## src/rtl/cgi_pkg.sv

```systemverilog
package cgi_pkg;

    localparam int MAX_POINTS_DEF = 6;

    localparam int POINT_W     = 40;
    localparam int KEY_W       = 8;
    localparam int CHAN_W      = 8;
    localparam int COUNT_W     = 3;
    localparam int CFG_INDEX_W = 3;
    localparam int LIFE_W      = 17;
    localparam int TOTAL_W     = 16;

    localparam int PCT_W   = 15;
    localparam int PROD_W  = 31;
    localparam int DIV_W   = 16;
    localparam int STEP_W  = 4;
    localparam int MIX_W   = 24;

    localparam logic [PCT_W-1:0]  PCT_SCALE  = 15'd25600;
    localparam logic [STEP_W-1:0] PCT_STEPS  = 4'd15;
    localparam logic [STEP_W-1:0] CHAN_STEPS = 4'd8;

    localparam logic [CFG_INDEX_W-1:0] REG_POINT_COUNT = 3'd0;
    localparam logic [CFG_INDEX_W-1:0] REG_POINT_0     = 3'd1;

    typedef struct packed {
        logic              start;
        logic [DIV_W-1:0]  rem0;
        logic [DIV_W-1:0]  tail;
        logic [STEP_W-1:0] steps;
        logic [DIV_W-1:0]  den;
    } div_req_t;

    typedef struct packed {
        logic             done;
        logic [DIV_W-1:0] quo;
    } div_resp_t;

endpackage

```

## src/rtl/color_gradient_interpolator.sv

```systemverilog
// Maps a particle's elapsed life to an RGBA color over a table of up to
// MAX_POINTS (six by default) gradient points. A request is taken when start
// is high and busy is low; a non-living particle is dropped with no result.
// Each result is shown for exactly one cycle with done high and cannot be
// held off, so the receiver must take it then. The percentage uses one
// 15-step pass of the shared serial divider and each of the four channels
// an 8-step pass. Equal bracketing keys finish after the scan, and an
// expired particle or an empty table skips to the result. The user must
// write configuration only while busy is low; the block does not enforce it.
module color_gradient_interpolator
    import cgi_pkg::*;
#(
    parameter int MAX_POINTS = MAX_POINTS_DEF
)
(
    input  logic                          clk,
    input  logic                          rst_n,
    input  logic                          start,
    output logic                          busy,
    input  logic signed [LIFE_W-1:0]      life_left,
    input  logic        [TOTAL_W-1:0]     life_total,
    input  logic                          living,
    input  logic                          cfg_valid,
    output logic                          cfg_ready,
    input  logic        [CFG_INDEX_W-1:0] cfg_index,
    input  logic        [POINT_W-1:0]     cfg_data,
    output logic                          done,
    output logic        [CHAN_W-1:0]      red,
    output logic        [CHAN_W-1:0]      green,
    output logic        [CHAN_W-1:0]      blue,
    output logic        [CHAN_W-1:0]      alpha
);

    localparam int IDX_W = (MAX_POINTS > 1) ? $clog2(MAX_POINTS) : 1;
    localparam logic [COUNT_W-1:0] MAX_CNT = COUNT_W'(MAX_POINTS);

    typedef enum logic [3:0] {
        S_IDLE,
        S_PMUL,
        S_PSTART,
        S_PWAIT,
        S_SCAN,
        S_PREP,
        S_CMUL_A,
        S_CMUL_B,
        S_CSTART,
        S_CWAIT,
        S_OUT
    } state_t;

    logic [COUNT_W-1:0] point_count_reg;
    logic [POINT_W-1:0] point_reg [MAX_POINTS];

    state_t             state_reg, state_next;
    logic [IDX_W-1:0]   idx_reg, idx_next;
    logic [1:0]         chan_reg, chan_next;
    logic [TOTAL_W-1:0] diff_reg, diff_next;
    logic [TOTAL_W-1:0] total_reg, total_next;
    logic [PROD_W-1:0]  prod_reg, prod_next;
    logic [PCT_W-1:0]   pct_reg, pct_next;
    logic               pct_neg_reg, pct_neg_next;
    logic [POINT_W-1:0] last_pt_reg, last_pt_next;
    logic [POINT_W-1:0] next_pt_reg, next_pt_next;
    logic [DIV_W-1:0]   den_reg, den_next;
    logic [DIV_W-1:0]   num_reg, num_next;
    logic [DIV_W-1:0]   dn_reg, dn_next;
    logic [MIX_W-1:0]   mix_reg, mix_next;
    logic [CHAN_W-1:0]  color_reg [4];
    logic [CHAN_W-1:0]  color_next [4];

    logic [COUNT_W-1:0] n_eff;
    logic [POINT_W-1:0] pt;
    logic               key_hit;
    logic               at_end;
    logic [KEY_W-1:0]   lk;
    logic [KEY_W-1:0]   nk;
    logic [DIV_W-1:0]   den_calc;
    logic [DIV_W-1:0]   num_calc;
    logic [CHAN_W-1:0]  chan_a;
    logic [CHAN_W-1:0]  chan_b;
    div_req_t           div_req;
    div_resp_t          div_resp;

    function automatic logic [CHAN_W-1:0] chan_of(input logic [POINT_W-1:0] p,
                                                  input logic [1:0] c);
        logic [CHAN_W-1:0] v;
        case (c)
            2'd0:    v = p[31:24];
            2'd1:    v = p[23:16];
            2'd2:    v = p[15:8];
            default: v = p[7:0];
        endcase
        return v;
    endfunction

    assign cfg_ready = 1'b1;

    always_ff @(posedge clk or negedge rst_n)
    begin
        if (!rst_n)
        begin
            point_count_reg <= '0;
            for (int j = 0; j < MAX_POINTS; j++)
            begin
                point_reg[j] <= '0;
            end
        end
        else if (cfg_valid && cfg_ready)
        begin
            if (cfg_index == REG_POINT_COUNT)
            begin
                point_count_reg <= cfg_data[COUNT_W-1:0];
            end
            for (int j = 0; j < MAX_POINTS; j++)
            begin
                if (cfg_index == CFG_INDEX_W'(REG_POINT_0 + CFG_INDEX_W'(j)))
                begin
                    point_reg[j] <= cfg_data;
                end
            end
        end
    end

    assign n_eff = (point_count_reg > MAX_CNT) ? MAX_CNT : point_count_reg;

    assign pt       = point_reg[idx_reg];
    assign key_hit  = pct_neg_reg || ({pt[POINT_W-1 -: KEY_W], 8'h00} >= {1'b0, pct_reg});
    assign at_end   = (COUNT_W'(idx_reg) == (n_eff - 1'b1));
    assign lk       = last_pt_reg[POINT_W-1 -: KEY_W];
    assign nk       = next_pt_reg[POINT_W-1 -: KEY_W];
    assign den_calc = {KEY_W'(nk - lk), 8'h00};
    assign num_calc = DIV_W'({1'b0, pct_reg} - {lk, 8'h00});
    assign chan_a   = chan_of(last_pt_reg, chan_reg);
    assign chan_b   = chan_of(next_pt_reg, chan_reg);

    always_comb
    begin
        div_req.start = (state_reg == S_PSTART) || (state_reg == S_CSTART);
        if (state_reg == S_CSTART)
        begin
            div_req.rem0  = mix_reg[MIX_W-1:CHAN_W];
            div_req.tail  = {mix_reg[CHAN_W-1:0], 8'h00};
            div_req.steps = CHAN_STEPS;
            div_req.den   = den_reg;
        end
        else
        begin
            div_req.rem0  = prod_reg[PROD_W-1:PCT_W];
            div_req.tail  = {prod_reg[PCT_W-1:0], 1'b0};
            div_req.steps = PCT_STEPS;
            div_req.den   = total_reg;
        end
    end

    cgi_div u_div (
        .clk   (clk),
        .rst_n (rst_n),
        .req   (div_req),
        .resp  (div_resp)
    );

    always_comb
    begin
        state_next   = state_reg;
        idx_next     = idx_reg;
        chan_next    = chan_reg;
        diff_next    = diff_reg;
        total_next   = total_reg;
        prod_next    = prod_reg;
        pct_next     = pct_reg;
        pct_neg_next = pct_neg_reg;
        last_pt_next = last_pt_reg;
        next_pt_next = next_pt_reg;
        den_next     = den_reg;
        num_next     = num_reg;
        dn_next      = dn_reg;
        mix_next     = mix_reg;
        for (int c = 0; c < 4; c++)
        begin
            color_next[c] = color_reg[c];
        end

        case (state_reg)
            S_IDLE:
            begin
                if (start && living)
                begin
                    idx_next     = '0;
                    total_next   = life_total;
                    pct_next     = '0;
                    pct_neg_next = 1'b0;
                    if ((n_eff == '0) || life_left[LIFE_W-1])
                    begin
                        color_next[0] = '0;
                        color_next[1] = '0;
                        color_next[2] = '0;
                        color_next[3] = '1;
                        state_next    = S_OUT;
                    end
                    else if (life_total == '0)
                    begin
                        state_next = S_SCAN;
                    end
                    else if (life_left[TOTAL_W-1:0] > life_total)
                    begin
                        pct_neg_next = 1'b1;
                        state_next   = S_SCAN;
                    end
                    else
                    begin
                        diff_next  = life_total - life_left[TOTAL_W-1:0];
                        state_next = S_PMUL;
                    end
                end
            end
            S_PMUL:
            begin
                prod_next  = PROD_W'(diff_reg) * PROD_W'(PCT_SCALE);
                state_next = S_PSTART;
            end
            S_PSTART:
            begin
                state_next = S_PWAIT;
            end
            S_PWAIT:
            begin
                if (div_resp.done)
                begin
                    pct_next   = div_resp.quo[PCT_W-1:0];
                    state_next = S_SCAN;
                end
            end
            S_SCAN:
            begin
                if (key_hit)
                begin
                    next_pt_next = pt;
                    if (idx_reg == '0)
                    begin
                        last_pt_next = pt;
                    end
                    state_next = S_PREP;
                end
                else
                begin
                    last_pt_next = pt;
                    if (at_end)
                    begin
                        next_pt_next = pt;
                        state_next   = S_PREP;
                    end
                    else
                    begin
                        idx_next = idx_reg + 1'b1;
                    end
                end
            end
            S_PREP:
            begin
                if (lk == nk)
                begin
                    for (int c = 0; c < 4; c++)
                    begin
                        color_next[c] = chan_of(last_pt_reg, 2'(c));
                    end
                    state_next = S_OUT;
                end
                else
                begin
                    den_next   = den_calc;
                    num_next   = num_calc;
                    dn_next    = den_calc - num_calc;
                    chan_next  = '0;
                    state_next = S_CMUL_A;
                end
            end
            S_CMUL_A:
            begin
                mix_next   = MIX_W'(chan_a) * MIX_W'(dn_reg);
                state_next = S_CMUL_B;
            end
            S_CMUL_B:
            begin
                mix_next   = mix_reg + MIX_W'(chan_b) * MIX_W'(num_reg);
                state_next = S_CSTART;
            end
            S_CSTART:
            begin
                state_next = S_CWAIT;
            end
            S_CWAIT:
            begin
                if (div_resp.done)
                begin
                    color_next[chan_reg] = div_resp.quo[CHAN_W-1:0];
                    if (chan_reg == 2'd3)
                    begin
                        state_next = S_OUT;
                    end
                    else
                    begin
                        chan_next  = chan_reg + 1'b1;
                        state_next = S_CMUL_A;
                    end
                end
            end
            S_OUT:
            begin
                state_next = S_IDLE;
            end
            default:
            begin
                state_next = S_IDLE;
            end
        endcase
    end

    always_ff @(posedge clk or negedge rst_n)
    begin
        if (!rst_n)
        begin
            state_reg   <= S_IDLE;
            idx_reg     <= '0;
            chan_reg    <= '0;
            diff_reg    <= '0;
            total_reg   <= '0;
            prod_reg    <= '0;
            pct_reg     <= '0;
            pct_neg_reg <= 1'b0;
            last_pt_reg <= '0;
            next_pt_reg <= '0;
            den_reg     <= '0;
            num_reg     <= '0;
            dn_reg      <= '0;
            mix_reg     <= '0;
            for (int c = 0; c < 4; c++)
            begin
                color_reg[c] <= '0;
            end
        end
        else
        begin
            state_reg   <= state_next;
            idx_reg     <= idx_next;
            chan_reg    <= chan_next;
            diff_reg    <= diff_next;
            total_reg   <= total_next;
            prod_reg    <= prod_next;
            pct_reg     <= pct_next;
            pct_neg_reg <= pct_neg_next;
            last_pt_reg <= last_pt_next;
            next_pt_reg <= next_pt_next;
            den_reg     <= den_next;
            num_reg     <= num_next;
            dn_reg      <= dn_next;
            mix_reg     <= mix_next;
            for (int c = 0; c < 4; c++)
            begin
                color_reg[c] <= color_next[c];
            end
        end
    end

    assign busy  = (state_reg != S_IDLE);
    assign done  = (state_reg == S_OUT);
    assign red   = color_reg[0];
    assign green = color_reg[1];
    assign blue  = color_reg[2];
    assign alpha = color_reg[3];

endmodule

```

## src/rtl/cgi_div.sv

```systemverilog
module cgi_div
    import cgi_pkg::*;
(
    input  logic      clk,
    input  logic      rst_n,
    input  div_req_t  req,
    output div_resp_t resp
);

    logic              busy_reg, busy_next;
    logic              done_reg, done_next;
    logic [STEP_W-1:0] cnt_reg, cnt_next;
    logic [DIV_W-1:0]  rem_reg, rem_next;
    logic [DIV_W-1:0]  tail_reg, tail_next;
    logic [DIV_W-1:0]  den_reg, den_next;
    logic [DIV_W-1:0]  quo_reg, quo_next;
    logic [DIV_W:0]    trial;
    logic              ge;

    // One restoring step per cycle; the caller guarantees rem0 is below den.
    always_comb
    begin
        trial     = {rem_reg, tail_reg[DIV_W-1]};
        ge        = (trial >= {1'b0, den_reg});
        busy_next = busy_reg;
        done_next = 1'b0;
        cnt_next  = cnt_reg;
        rem_next  = rem_reg;
        tail_next = tail_reg;
        den_next  = den_reg;
        quo_next  = quo_reg;
        if (req.start)
        begin
            busy_next = 1'b1;
            cnt_next  = req.steps;
            rem_next  = req.rem0;
            tail_next = req.tail;
            den_next  = req.den;
            quo_next  = '0;
        end
        else if (busy_reg)
        begin
            rem_next  = ge ? DIV_W'(trial - {1'b0, den_reg}) : trial[DIV_W-1:0];
            tail_next = {tail_reg[DIV_W-2:0], 1'b0};
            quo_next  = {quo_reg[DIV_W-2:0], ge};
            cnt_next  = cnt_reg - 1'b1;
            if (cnt_reg == STEP_W'(1))
            begin
                busy_next = 1'b0;
                done_next = 1'b1;
            end
        end
    end

    always_ff @(posedge clk or negedge rst_n)
    begin
        if (!rst_n)
        begin
            busy_reg <= 1'b0;
            done_reg <= 1'b0;
            cnt_reg  <= '0;
            rem_reg  <= '0;
            tail_reg <= '0;
            den_reg  <= '0;
            quo_reg  <= '0;
        end
        else
        begin
            busy_reg <= busy_next;
            done_reg <= done_next;
            cnt_reg  <= cnt_next;
            rem_reg  <= rem_next;
            tail_reg <= tail_next;
            den_reg  <= den_next;
            quo_reg  <= quo_next;
        end
    end

    assign resp.done = done_reg;
    assign resp.quo  = quo_reg;

endmodule

```

## config.mk

```make
export PLATFORM = sky130hd
export DESIGN_NAME = color_gradient_interpolator
export DESIGN_NICKNAME = d
export VERILOG_FILES = /design/src/rtl/cgi_pkg.sv /design/src/rtl/color_gradient_interpolator.sv /design/src/rtl/cgi_div.sv
export SDC_FILE = /design/constraint.sdc
export NUM_CORES = 2
export LEC_CHECK = 0
export ABC_CLOCK_PERIOD_IN_PS = 9800
export BUFFER_PORTS_ARGS = -buffer_cell sky130_fd_sc_hd__buf_2
export CORE_ASPECT_RATIO = 0.5
export CORE_MARGIN = 3
export CORE_UTILIZATION = 60
export DETAILED_ROUTE_END_ITERATION = 12
export PLACE_DENSITY = 0.77
export SKIP_LAST_GASP = 1
export SLEW_MARGIN = 20
export SYNTH_ARGS = -nofsm -noshare
export SYNTH_HDL_FRONTEND = slang
export SYNTH_HIERARCHICAL = 1
export SYNTH_SLANG_ARGS = --single-unit
```

## constraint.sdc

```tcl
create_clock -name clk -period 9.8 [get_ports clk]
set_input_delay 1.47 -clock clk [delete_from_list [all_inputs] [get_ports clk]]
set_output_delay 1.47 -clock clk [all_outputs]
set_load 0.005 [all_outputs]
```

==> impl_results.md <==
- Deepest clock path buffer count: 3
- Run status: complete, no violations
- Nets: roughly 4.2k
- CP max stage cell: mux2i_2
- Worst R2R Path Depth: 21
- Total number of cells along the worst setup path: 21
- Clock sink count: between 500 and 600
- Die Wd: around 360 um
- Crit Path Class: reg2reg
- Worst-path fanout max: 18
- Std-Cell Rows: 64
- CP arrival: 7.34 ns
- Place WS: between 3 and 4 ns
- TritonCTS Buffers: just over 50
- Fraction of layout cells with a size suffix above 1: 0.182
- Pin count of the biggest net entering global routing: between 150 and 200
- Max Slew Vio Count: 0
- Cells after Synth: between 3k and 4k
- Starting Density: 0.613
- Clk slew on worst S/H paths: roughly 0.070 ns
- I/O Buffers: ~110
- PD cells: 368 nW/um2
- Worst hold-check path type: reg2reg
- Total die area: 66,300 um2
- Max IR drop VDD: ~0.22 mV
- Starting DRT DRC Count: about 2.7k
- Core footprint: around 62,000 um2
- CTS H-tree depth: 2
- Placer congestion estimate: about 0.94
- Vias in the first global route: 27.1k
- Synth warn: 6
- Setup TNS: 0 ns
- Hold Path Stages: 2
- CTS root buf: clkbuf_16
- Mapped Avg Cell Area: 10.5 um2
- Vias: around 27k
- Setup Buffers After CTS: 0
- Routed WL: approximately 95,000 um
- Die Span Y: roughly 180 um
- Final WS setup: between 2 and 3 ns
- Cell area after synthesis: 37,900 um2
- Final Critical Period: 6.82 ns
- Initial antenna violation count: 5
- Clock latency on the worst-skew pair: around 0.62 ns
- Critical Path Start Type: flip-flop
- Vias/cell: 5.98
- Max reg flops: 240
- Layout Area Growth over Synthesis: 8.65%
- Max-slew headroom: 0.271
- Avg WL per Cell: 20.9 um
- Crit path buf inv count: 4
- GRT Total Usage: 0.286
- Critical path cell sequence: inv_1 -> ha_1 -> a222oi_1 -> mux2i_2 -> nand2_1 -> fa_1 -> inv_1 -> fa_1 -> fa_1 -> inv_1 -> fa_1 -> inv_1 -> ha_1 -> o21ai_0 -> a2111oi_0 -> o41ai_1 -> a21boi_0 -> a211oi_1 -> xnor2_1 -> a21oi_1 -> a32oi_1
- Max_cap viols: 0
- DRC viols: 0
- Filler cells: between 4k and 5k
- Period utilization: 0.695
- RSZ-0062 raised after global routing: no
- CTS tree: done
- CP Data Required Time: around 10 ns
- Pin slew with the least headroom to its limit: about 1.1 ns
- Final ANT Viol Nets: 0
- First-pass GRT wire length: about 150,000 um
- Critical path capture point type: flip-flop
- Worst Skew: 0.0283 ns
- Final setup violation count: 0
- CTS Hold Bufs: 0
- Fmax: between 100 and 150 MHz
- Fin. Hold Viols: 0
- Leak pwr: about 20 nW
- Global route total overflow: 0
- DR pass1 iterations: 12
- Crit-path max cell delay: ~0.89 ns
- Hpwl dp: slightly below 70,000 um
- Family with the most delay on the worst path: adder cells
- IO Pins: 116
- Post-CTS sizing: 0
[placed cells by master, fill, tap and decap left out, types with 11 or more instances in the layout]
| cell type | n |
|---|---|
| o21ai_0 | 196 |
| nand3_1 | 22 |
| o21bai_1 | 12 |
| xnor2_1 | 49 |
| buf_4 | 44 |
| a21oi_1 | 123 |
| xor2_1 | 52 |
| nand2_1 | 283 |
| nor2b_1 | 27 |
| a211oi_1 | 24 |
| nor4_1 | 12 |
| o31ai_1 | 26 |
| ha_1 | 208 |
| a31oi_1 | 15 |
| and3_1 | 15 |
| o22ai_1 | 46 |
| dfrtp_1 | 562 |
| o211ai_1 | 11 |
| a222oi_1 | 16 |
| nor3_1 | 39 |
| nand2b_1 | 14 |
| clkbuf_16 | 52 |
| and2_1 | 198 |
| fa_1 | 205 |
| nor2_1 | 130 |
| mux4_2 | 40 |
| o21a_1 | 12 |
| a22o_1 | 18 |
| inv_1 | 451 |
| mux2_2 | 348 |
| a22oi_1 | 24 |
| buf_2 | 113 |
| a21o_1 | 24 |
| mux2i_1 | 102 |
[path summary, 6_finish.rpt]
kind | from | end | slack [ns]
setup reg to reg | chan_reg[0] | mix_reg[21] | 2.98
max in group asynchronous | rst_n | point_reg[11] | 6.61
min in group asynchronous | rst_n | diff_reg[12] | 0.82
hold / removal | total_reg[1] | total_reg[1] | 0.48
setup / recovery | chan_reg[0] | mix_reg[21] | 2.98
hold reg to reg | total_reg[1] | total_reg[1] | 0.48
[area by class of cell]
type	instances	area, um2	share of cell area
multi-input cells	2429	21500	0.522
flip-flops and latches	565	14100	0.344
inverters	454	1700	0.0414
clock buffers	69	1470	0.0356
well taps	825	1030	0.0251
repair buffers	159	931	0.0226
clock inverters	26	377	0.00916
diodes	3	7.51	0.000183
[report_power, final]
| group | internal (W) | total (W) | switching, W |
|---|---|---|---|
| logic | 0.00380 | 0.00907 | 0.00527 |
| registers | 0.00310 | 0.00387 | 0.000764 |
| clock network | 0.00125 | 0.00219 | 0.000946 |
[metrics by stage]
step	total power, W	area, um2	utilization	hold slack (ns)	instances
floorplan	0.0104	37900	-	0.442	3608
CTS	0.0151	41100	0.666	0.480	4527
detailed placement	0.0128	39200	0.636	0.465	4432
global placement	0.0126	39200	0.636	0.456	4432
finish	0.0151	41100	0.666	0.477	4530
global route	0.0164	41100	0.666	0.510	4530
[layer usage]
metal  routed length [um]  part of all wire  GRT usage  vias up
met5                   27           0.00029          0        -
met4                 1870             0.020     0.0633        4
met3                 6770             0.072     0.0554      137
met2                43200              0.46      0.449      832
met1                42800              0.45      0.417    13731
li1                     -                 -          -    12365
[worst min-delay path, cell delays in order (launching register included)]
cell and delay (ns):
dfrtp_1 0.34, nand2_1 0.04, o21ai_0 0.06
Note: power is estimated with default switching activity, not from simulation.
